File: config.mk
export PLATFORM = sky130hd
export DESIGN_NAME = linear_interp_resampler_core
export DESIGN_NICKNAME = d
export VERILOG_FILES = /design/src/hdl/lirs_pkg.sv /design/src/hdl/lirs_front.sv /design/src/hdl/lirs_queue.sv /design/src/hdl/lirs_back.sv /design/src/hdl/linear_interp_resampler_core.sv
export SDC_FILE = /design/constraint.sdc
export NUM_CORES = 1
export LEC_CHECK = 0
export BUFFER_PORTS_ARGS = -buffer_cell sky130_fd_sc_hd__buf_4
export CORE_ASPECT_RATIO = 1.1
export CORE_MARGIN = 8
export CORE_UTILIZATION = 55
export CTS_CLUSTER_DIAMETER = 100
export DETAILED_ROUTE_END_ITERATION = 10
export PLACE_DENSITY = 0.78
export RECOVER_POWER = 100
export SETUP_SLACK_MARGIN = 0.2
export SKIP_CTS_REPAIR_TIMING = 1
export SYNTH_ARGS = -nofsm -noshare
export SYNTH_HDL_FRONTEND = slang
export SYNTH_SLANG_ARGS = --single-unit
File: constraint.sdc
create_clock -name clk -period 12.2 [get_ports clk]
set_input_delay 0.61 -clock clk [delete_from_list [all_inputs] [get_ports clk]]
set_output_delay 0.61 -clock clk [all_outputs]
set_load 0.02 [all_outputs]
File: src/hdl/lirs_pkg.sv
// Shared types and constants for the linear interpolation resampler.
`timescale 1ns / 1ps
`default_nettype none
package lirs_pkg;

  // Transaction opcodes on the input channel
  typedef enum logic {
    OP_START  = 1'b0,
    OP_SAMPLE = 1'b1
  } lirs_op_t;

  // Result kinds
  localparam logic KIND_SAMPLE = 1'b0;
  localparam logic KIND_REPORT = 1'b1;

  // Configuration register indexes
  typedef enum logic {
    REG_PITCH = 1'b0,
    REG_FRAME = 1'b1
  } lirs_reg_t;

  localparam logic [15:0] PITCH_RESET = 16'd32768;
  localparam logic [15:0] PITCH_MIN   = 16'd512;
  localparam logic [11:0] FRAME_RESET = 12'd184;

  // Classified command passed from the front end to the engine
  typedef struct packed {
    lirs_op_t           op;
    logic signed [15:0] sample;  // input sample, or restored sample on start
    logic        [15:0] phase;   // restored phase as a 16-bit fraction on start
  } lirs_cmd_t;

endpackage
`default_nettype wire

File: src/hdl/lirs_front.sv
// Input stage: accept transactions and classify them into engine commands.
`timescale 1ns / 1ps
`default_nettype none
module lirs_front (
  input  logic                clk,
  input  logic                rst,
  input  logic                item_valid,
  output logic                item_ready,
  input  logic                op,
  input  logic signed [15:0]  sample_in,
  input  logic                clear_history,
  input  logic signed [15:0]  saved_sample,
  input  logic        [15:0]  saved_phase,
  output logic                cmd_valid,
  input  logic                cmd_ready,
  output lirs_pkg::lirs_cmd_t cmd
);
  import lirs_pkg::*;

  lirs_cmd_t cmd_next;

  assign item_ready = !cmd_valid || cmd_ready;

  always_comb begin
    cmd_next.op = lirs_op_t'(op);
    if (lirs_op_t'(op) == OP_START) begin
      // clear zeroes both the history sample and the phase
      cmd_next.sample = clear_history ? 16'sd0 : saved_sample;
      cmd_next.phase  = clear_history ? 16'd0 : saved_phase;
    end else begin
      cmd_next.sample = sample_in;
      cmd_next.phase  = 16'd0;
    end
  end

  always_ff @(posedge clk) begin
    if (rst) begin
      cmd_valid <= 1'b0;
    end else if (item_valid && item_ready) begin
      cmd_valid <= 1'b1;
    end else if (cmd_ready) begin
      cmd_valid <= 1'b0;
    end
  end

  always_ff @(posedge clk) begin
    if (item_valid && item_ready) begin
      cmd <= cmd_next;
    end
  end

endmodule
`default_nettype wire

File: src/hdl/lirs_queue.sv
// Two-entry command queue between the front end and the engine.
`timescale 1ns / 1ps
`default_nettype none
module lirs_queue (
  input  logic                clk,
  input  logic                rst,
  input  logic                wr_valid,
  output logic                wr_ready,
  input  lirs_pkg::lirs_cmd_t wr_cmd,
  output logic                rd_valid,
  input  logic                rd_ready,
  output lirs_pkg::lirs_cmd_t rd_cmd
);
  import lirs_pkg::*;

  lirs_cmd_t  slots [2];
  logic       wr_ptr;
  logic       rd_ptr;
  logic [1:0] count;
  logic       push;
  logic       pop;

  assign wr_ready = (count != 2'd2);
  assign rd_valid = (count != 2'd0);
  assign rd_cmd   = slots[rd_ptr];
  assign push     = wr_valid && wr_ready;
  assign pop      = rd_valid && rd_ready;

  always_ff @(posedge clk) begin
    if (rst) begin
      wr_ptr <= 1'b0;
      rd_ptr <= 1'b0;
      count  <= 2'd0;
    end else begin
      if (push) wr_ptr <= !wr_ptr;
      if (pop) rd_ptr <= !rd_ptr;
      if (push && !pop) begin
        count <= count + 2'd1;
      end else if (pop && !push) begin
        count <= count - 2'd1;
      end
    end
  end

  always_ff @(posedge clk) begin
    if (push) slots[wr_ptr] <= wr_cmd;
  end

endmodule
`default_nettype wire

File: src/hdl/lirs_back.sv
// Interpolation engine: frame state, phase accumulator and result register.
`timescale 1ns / 1ps
`default_nettype none
module lirs_back #(
  parameter int PHASE_BITS = 16
) (
  input  logic                clk,
  input  logic                rst,
  input  logic        [15:0]  pitch_raw,
  input  logic        [11:0]  frame_outputs,
  input  logic                cmd_valid,
  output logic                cmd_ready,
  input  lirs_pkg::lirs_cmd_t cmd,
  output logic                result_valid,
  input  logic                result_ready,
  output logic                kind,
  output logic signed [15:0]  sample_out,
  output logic                last_of_run,
  output logic                frame_end,
  output logic signed [15:0]  save_sample,
  output logic        [15:0]  save_phase
);
  import lirs_pkg::*;

  typedef enum logic [1:0] {
    ST_IDLE = 2'b01,
    ST_RUN  = 2'b10
  } lirs_state_t;

  lirs_state_t               state;
  logic signed [15:0]        prev_sample;
  logic signed [15:0]        cur_sample;
  logic [PHASE_BITS-1:0]     phase;
  logic                      skip_pending;
  logic [11:0]               outputs_left;
  logic                      frame_active;

  logic                      slot_free;
  logic [15:0]               pitch_eff;
  logic [PHASE_BITS+16:0]    pitch_ext;
  logic [PHASE_BITS:0]       inc;
  logic [PHASE_BITS+1:0]     acc;
  logic [1:0]                carry;
  logic [PHASE_BITS-1:0]     phase_next;
  logic [11:0]               left_next;
  logic signed [15:0]        prev_next;
  logic signed [16:0]        diff;
  logic signed [PHASE_BITS+17:0] prod;
  logic signed [PHASE_BITS+17:0] prod_shr;
  logic [15:0]               interp;
  logic [PHASE_BITS-1:0]     start_phase;

  // 16-bit field fraction to PHASE_BITS fraction and back
  function automatic logic [PHASE_BITS-1:0] align_in(input logic [15:0] v);
    logic [PHASE_BITS+15:0] ext;
    ext = {v, {PHASE_BITS{1'b0}}};
    return ext[PHASE_BITS+15:16];
  endfunction

  function automatic logic [15:0] align_out(input logic [PHASE_BITS-1:0] p);
    logic [PHASE_BITS+15:0] ext;
    ext = {p, 16'h0000};
    return ext[PHASE_BITS+15:PHASE_BITS];
  endfunction

  assign slot_free = !result_valid || result_ready;
  assign cmd_ready = (state == ST_IDLE) && slot_free;

  // phase increment: twice the clamped pitch, aligned to the accumulator
  assign pitch_eff = (pitch_raw < PITCH_MIN) ? PITCH_MIN : pitch_raw;
  assign pitch_ext = {pitch_eff, 1'b0, {PHASE_BITS{1'b0}}};
  assign inc       = pitch_ext[PHASE_BITS+16:16];

  assign acc        = {2'b00, phase} + {1'b0, inc};
  assign carry      = acc[PHASE_BITS+1:PHASE_BITS];
  assign phase_next = acc[PHASE_BITS-1:0];
  assign left_next  = outputs_left - 12'd1;
  assign prev_next  = (carry != 2'd0) ? cur_sample : prev_sample;

  // floor((cur - prev) * phase / 2^PHASE_BITS); arithmetic shift rounds down
  assign diff     = {cur_sample[15], cur_sample} - {prev_sample[15], prev_sample};
  assign prod     = diff * $signed({1'b0, phase});
  assign prod_shr = prod >>> PHASE_BITS;
  assign interp   = prev_sample + prod_shr[15:0];

  assign start_phase = align_in(cmd.phase);

  always_ff @(posedge clk) begin
    if (rst) begin
      state        <= ST_IDLE;
      prev_sample  <= 16'sd0;
      phase        <= '0;
      skip_pending <= 1'b0;
      outputs_left <= 12'd0;
      frame_active <= 1'b0;
      result_valid <= 1'b0;
    end else begin
      if (result_valid && result_ready) result_valid <= 1'b0;
      case (state)
        ST_IDLE: begin
          if (cmd_valid && cmd_ready) begin
            case (cmd.op)
              OP_START: begin
                prev_sample  <= cmd.sample;
                phase        <= start_phase;
                skip_pending <= 1'b0;
                outputs_left <= frame_outputs;
                frame_active <= (frame_outputs != 12'd0);
                if (frame_outputs == 12'd0) begin
                  result_valid <= 1'b1;
                end
              end
              OP_SAMPLE: begin
                if (frame_active && skip_pending) begin
                  // absorb this sample without interpolating
                  prev_sample  <= cmd.sample;
                  skip_pending <= 1'b0;
                  if (outputs_left == 12'd0) begin
                    frame_active <= 1'b0;
                    result_valid <= 1'b1;
                  end
                end else if (frame_active) begin
                  state <= ST_RUN;
                end
              end
              default: begin
              end
            endcase
          end
        end
        ST_RUN: begin
          if (slot_free) begin
            result_valid <= 1'b1;
            outputs_left <= left_next;
            phase        <= phase_next;
            prev_sample  <= prev_next;
            if (carry[1]) skip_pending <= 1'b1;
            if (left_next == 12'd0 && !carry[1]) frame_active <= 1'b0;
            // a carry is reached within 64 steps at the minimum pitch
            if (carry != 2'd0 || left_next == 12'd0) state <= ST_IDLE;
          end
        end
        default: begin
          state <= ST_IDLE;
        end
      endcase
    end
  end

  // result payload
  always_ff @(posedge clk) begin
    if (state == ST_IDLE && cmd_valid && cmd_ready) begin
      cur_sample  <= cmd.sample;
      kind        <= KIND_REPORT;
      sample_out  <= 16'sd0;
      last_of_run <= 1'b1;
      frame_end   <= 1'b1;
      save_sample <= cmd.sample;
      save_phase  <= (cmd.op == OP_START) ? align_out(start_phase) : align_out(phase);
    end else if (state == ST_RUN && slot_free) begin
      kind        <= KIND_SAMPLE;
      sample_out  <= interp;
      last_of_run <= (carry != 2'd0) || (left_next == 12'd0);
      if (left_next == 12'd0 && !carry[1]) begin
        frame_end   <= 1'b1;
        save_sample <= prev_next;
        save_phase  <= align_out(phase_next);
      end else begin
        frame_end   <= 1'b0;
        save_sample <= 16'sd0;
        save_phase  <= 16'd0;
      end
    end
  end

endmodule
`default_nettype wire

File: src/hdl/linear_interp_resampler_core.sv
// Top level of the linear interpolation audio resampler.
`timescale 1ns / 1ps
`default_nettype none
// Linear interpolation sample-rate converter. Send a start transaction (op 0)
// to open a frame, restoring the saved sample and phase or clearing both, then
// input samples (op 1). Each sample yields zero to 64 interpolated results,
// prev + floor((cur - prev) * phase / 2^PHASE_BITS), one per cycle while
// results are accepted; the last result of a frame carries frame_end and the
// sample and phase to save for the next frame.
// When a frame closes on a double phase carry, the next input sample is
// absorbed and returns a report-only result (kind 1). The engine takes a
// command from the queue while idle and only then produces that sample's
// interpolated results; a start or absorbed sample needs only the take. It
// takes no new command until the last result of a run is in the single
// result register. A two-entry command queue plus the input register let the
// input side keep taking transactions while results stall. Write pitch_raw
// and frame_outputs only while idle.
module linear_interp_resampler_core #(
  parameter int PHASE_BITS = 16
) (
  input  logic               clk,
  input  logic               rst,
  input  logic               cfg_we,
  input  logic               cfg_index,
  input  logic        [15:0] cfg_data,
  input  logic               item_valid,
  output logic               item_ready,
  input  logic               op,
  input  logic signed [15:0] sample_in,
  input  logic               clear_history,
  input  logic signed [15:0] saved_sample,
  input  logic        [15:0] saved_phase,
  output logic               result_valid,
  input  logic               result_ready,
  output logic               kind,
  output logic signed [15:0] sample_out,
  output logic               last_of_run,
  output logic               frame_end,
  output logic signed [15:0] save_sample,
  output logic        [15:0] save_phase
);
  import lirs_pkg::*;

  logic [15:0] pitch_raw;
  logic [11:0] frame_outputs;

  logic      front_valid;
  logic      front_ready;
  lirs_cmd_t front_cmd;
  logic      q_valid;
  logic      q_ready;
  lirs_cmd_t q_cmd;

  // Configuration registers: write takes effect on the enable edge
  always_ff @(posedge clk) begin
    if (rst) begin
      pitch_raw     <= PITCH_RESET;
      frame_outputs <= FRAME_RESET;
    end else if (cfg_we) begin
      case (lirs_reg_t'(cfg_index))
        REG_PITCH: pitch_raw     <= cfg_data;
        REG_FRAME: frame_outputs <= cfg_data[11:0];
        default: begin
        end
      endcase
    end
  end

  // Front end: register and classify each input transaction
  lirs_front u_front (
    .clk           (clk),
    .rst           (rst),
    .item_valid    (item_valid),
    .item_ready    (item_ready),
    .op            (op),
    .sample_in     (sample_in),
    .clear_history (clear_history),
    .saved_sample  (saved_sample),
    .saved_phase   (saved_phase),
    .cmd_valid     (front_valid),
    .cmd_ready     (front_ready),
    .cmd           (front_cmd)
  );

  // Decouple the front end from the engine
  lirs_queue u_queue (
    .clk      (clk),
    .rst      (rst),
    .wr_valid (front_valid),
    .wr_ready (front_ready),
    .wr_cmd   (front_cmd),
    .rd_valid (q_valid),
    .rd_ready (q_ready),
    .rd_cmd   (q_cmd)
  );

  // Engine: frame state, interpolation and the output register
  lirs_back #(
    .PHASE_BITS (PHASE_BITS)
  ) u_back (
    .clk           (clk),
    .rst           (rst),
    .pitch_raw     (pitch_raw),
    .frame_outputs (frame_outputs),
    .cmd_valid     (q_valid),
    .cmd_ready     (q_ready),
    .cmd           (q_cmd),
    .result_valid  (result_valid),
    .result_ready  (result_ready),
    .kind          (kind),
    .sample_out    (sample_out),
    .last_of_run   (last_of_run),
    .frame_end     (frame_end),
    .save_sample   (save_sample),
    .save_phase    (save_phase)
  );

endmodule
`default_nettype wire

==> impl_metrics.json <==
{
  "ant_nets": 0,
  "antenna_cells": 0,
  "synthesis.area_mm2": 0.0234,
  "min_period_ps": 11080,
  "htreeDepth": 1,
  "finalClockSkew_ps": 25.4,
  "ys.flop_type": "edfxtp_1",
  "hold_viol": 0,
  "dp_hpwl_um": 46300,
  "fmax_mhz": 90.3,
  "routed_wl_um": 60800,
  "outcome": "complete, but fails checks",
  "viasPerCell": 5.89,
  "clock_sinks": 249,
  "clkSlewWorstSetupHoldPaths_ps": 70,
  "grt_pass1_wl_um": 98300,
  "grt_setup_unrepaired": "false",
  "dr.pass1.iters": 6,
  "slew_viol_final": 310,
  "layout-drive-gt1-share": 0.0620,
  "period_share": 0.908,
  "core_area_mm2": 0.0421,
  "cts_tree": "yes",
  "ys_types": 79,
  "max-slew-margin-rel": -1.56,
  "cp_slowest_stage_delay_ps": 650,
  "initial_core_util": 0.555,
  "min_path_type": "input pin to register",
  "routedWlPerCell_um": 19.4,
  "grt.total_usage": 0.248,
  "cp-start-kind": "register",
  "antenna_found_initial": 0,
  "dieArea_mm2": 0.0494,
  "cts_buffers": 23,
  "arrival_ps": 11540,
  "worst_slew_pin_slew_ps": 3840,
  "syn-num-nets": 2981,
  "nets": 3021,
  "gp_congestion": 0.927,
  "setup_violations": 0,
  "die_w_um": 213,
  "end_kind": "register",
  "crit_path_max_fanout": 16,
  "maxCapViolations": 8,
  "post-route-drc-count": 0,
  "crit_required_ps": 12660,
  "grt-ovfl-total": 0,
  "dr_total_vias": 18400,
  "multi_input_area_mm2": 0.0148,
  "grt_max_degree": 84,
  "nFillCells": 3591,
  "fin_cells": 3131,
  "fin_setup_tns_ps": 0,
  "cp_common_cell": "fa_1",
  "avgSynthCellArea_um2": 9.32,
  "clkLatencyLatePin_ps": 540,
  "register_area_mm2": 0.00646,
  "dp.cells": 3089,
  "ys_warn_count": 0,
  "area_growth_pct": 8.01,
  "grt_pass1_vias": 19000,
  "cts-root-buf": "clkbuf_16",
  "io_pins": 125,
  "ys_ff_latch": 249,
  "synth_edf_count": 147,
  "seq_area_frac_synth": 0.276,
  "crit_slowest_cell": "clkbuf_1",
  "synthArstFlopShare": 0,
  "die_height_um": 232,
  "worstSetupPathType": "register to register",
  "clock_path_buffers": 3,
  "drtIter0Drc": 1571,
  "synthCells": 2507,
  "portBuffers": 124,
  "failed_checks": "capacitance limit, slew limit",
  "rows": 79
}
[path summary, 6_finish.rpt]
check                             start                     to  slack (ps)  cells after the start
setup / recovery  u_back.prev_sample[1]  u_back.sample_out[14]        1120                     41
hold / removal              cfg_data[4]       frame_outputs[4]         310                      3
setup reg to reg  u_back.prev_sample[1]  u_back.sample_out[14]        1120                     41
hold reg to reg         u_front.cmd[16]   u_queue.slots[1][16]         440                      0
[flip-flops by register name, indices dropped and copies added, names as in the netlist, 12 cells and up, named ones only]
name,count
frame_outputs,12
pitch_raw,16
u_back.cur_sample,16
u_back.outputs_left,12
u_back.phase,16
u_back.prev_sample,16
u_back.sample_out,16
u_back.save_phase,16
u_back.save_sample,16
u_front.cmd,33
u_queue.slots,66
[cells in the mapped netlist (15+ instances only)]
cell type / number / area, um^2
inv_1: 397 / 1490
nand2_1: 274 / 1030
fa_1: 268 / 5370
nor2_1: 158 / 593
edfxtp_1: 147 / 4410
ha_1: 134 / 1680
clkbuf_1: 127 / 477
and2_1: 114 / 713
a21oi_1: 107 / 536
dfxtp_1: 102 / 2040
nand3_1: 66 / 330
o21ai_0: 60 / 300
xnor2_1: 42 / 368
and3_1: 37 / 231
a211oi_1: 34 / 255
nor3_1: 27 / 135
o211ai_1: 27 / 203
nand2b_1: 23 / 144
nor2b_1: 23 / 144
mux2_2: 18 / 203
xor2_1: 18 / 158
a22o_1: 17 / 149
mux2i_1: 17 / 170
o311ai_0: 16 / 140
nand3b_1: 15 / 113
o21a_1: 15 / 113
o221a_1: 15 / 169
o311ai_1: 15 / 131
[stage by stage]
stage | setup WS (ps) | hold slack [ps] | cell area [um^2] | utilization
after CTS | 1530 | 294 | 25600 | 0.608
after global placement | 1940 | 423 | 24700 | 0.587
final | 1120 | 310 | 25200 | 0.600
after detailed placement | 1580 | 430 | 24700 | 0.587
after global routing | 543 | 312 | 25200 | 0.600
after floorplan | 2820 | 421 | 23400 | -
[logic make-up (layout without fill, tap and decap cells)]
group                      after synthesis  after routing  synth area share
AOI/OAI and AO/OA                      424            424             0.130
xor gates and xnor gates                60             60            0.0225
DFF                                    249            249             0.276
and+or+nand+nor                        795            795             0.165
buffers and inverters                  542            599            0.0891
muxes                                   35             35            0.0160
adders and majority gates              402            402             0.301
[area by class of cell]
cell class,count,share of cell area
multi-input cells,1716,0.585
flip-flops and latches,249,0.256
well taps,567,0.0281
repair buffers,157,0.0370
clock buffers,24,0.0229
inverters,400,0.0595
clock inverters,18,0.0115
[worst max-delay path, delay by kind of cell, from the launching register on]
kind | cells | cell delay [ps]
compound gates | 20 | 4760
xor+xnor | 2 | 330
fa+ha+maj | 10 | 4010
buf+inv | 5 | 880
flops | 1 | 490
simple gates | 4 | 520
[layout by cell type (no fill, tap or decap), types with 17 or more instances in the layout]
master / count
xor2_1: 18
nor3_1: 27
nand2_1: 274
mux2_1: 17
nor2b_1: 23
xnor2_1: 40
clkbuf_16: 23
buf_4: 92
a21oi_1: 108
nand2b_1: 23
a211oi_1: 34
nand3_1: 66
mux2i_1: 17
dfxtp_1: 102
fa_1: 268
o21ai_0: 69
clkbuf_1: 66
ha_1: 133
and3_1: 37
o211ai_1: 27
and2_1: 100
o311ai_0: 27
nor2_1: 156
inv_1: 397
a22o_1: 17
edfxtp_1: 147
[layer usage]
| layer | up-vias | routed length, um | track usage |
|---|---|---|---|
| met5 | - | 0 | 0 |
| met3 | 198 | 4800 | 0.0369 |
| met4 | 0 | 2970 | 0.113 |
| met2 | 880 | 29800 | 0.428 |
| met1 | 8984 | 23200 | 0.303 |
| li1 | 8381 | - | - |
Power is not shown: default switching activity piles up to over one toggle a cycle in this logic, so the estimate is an artifact.
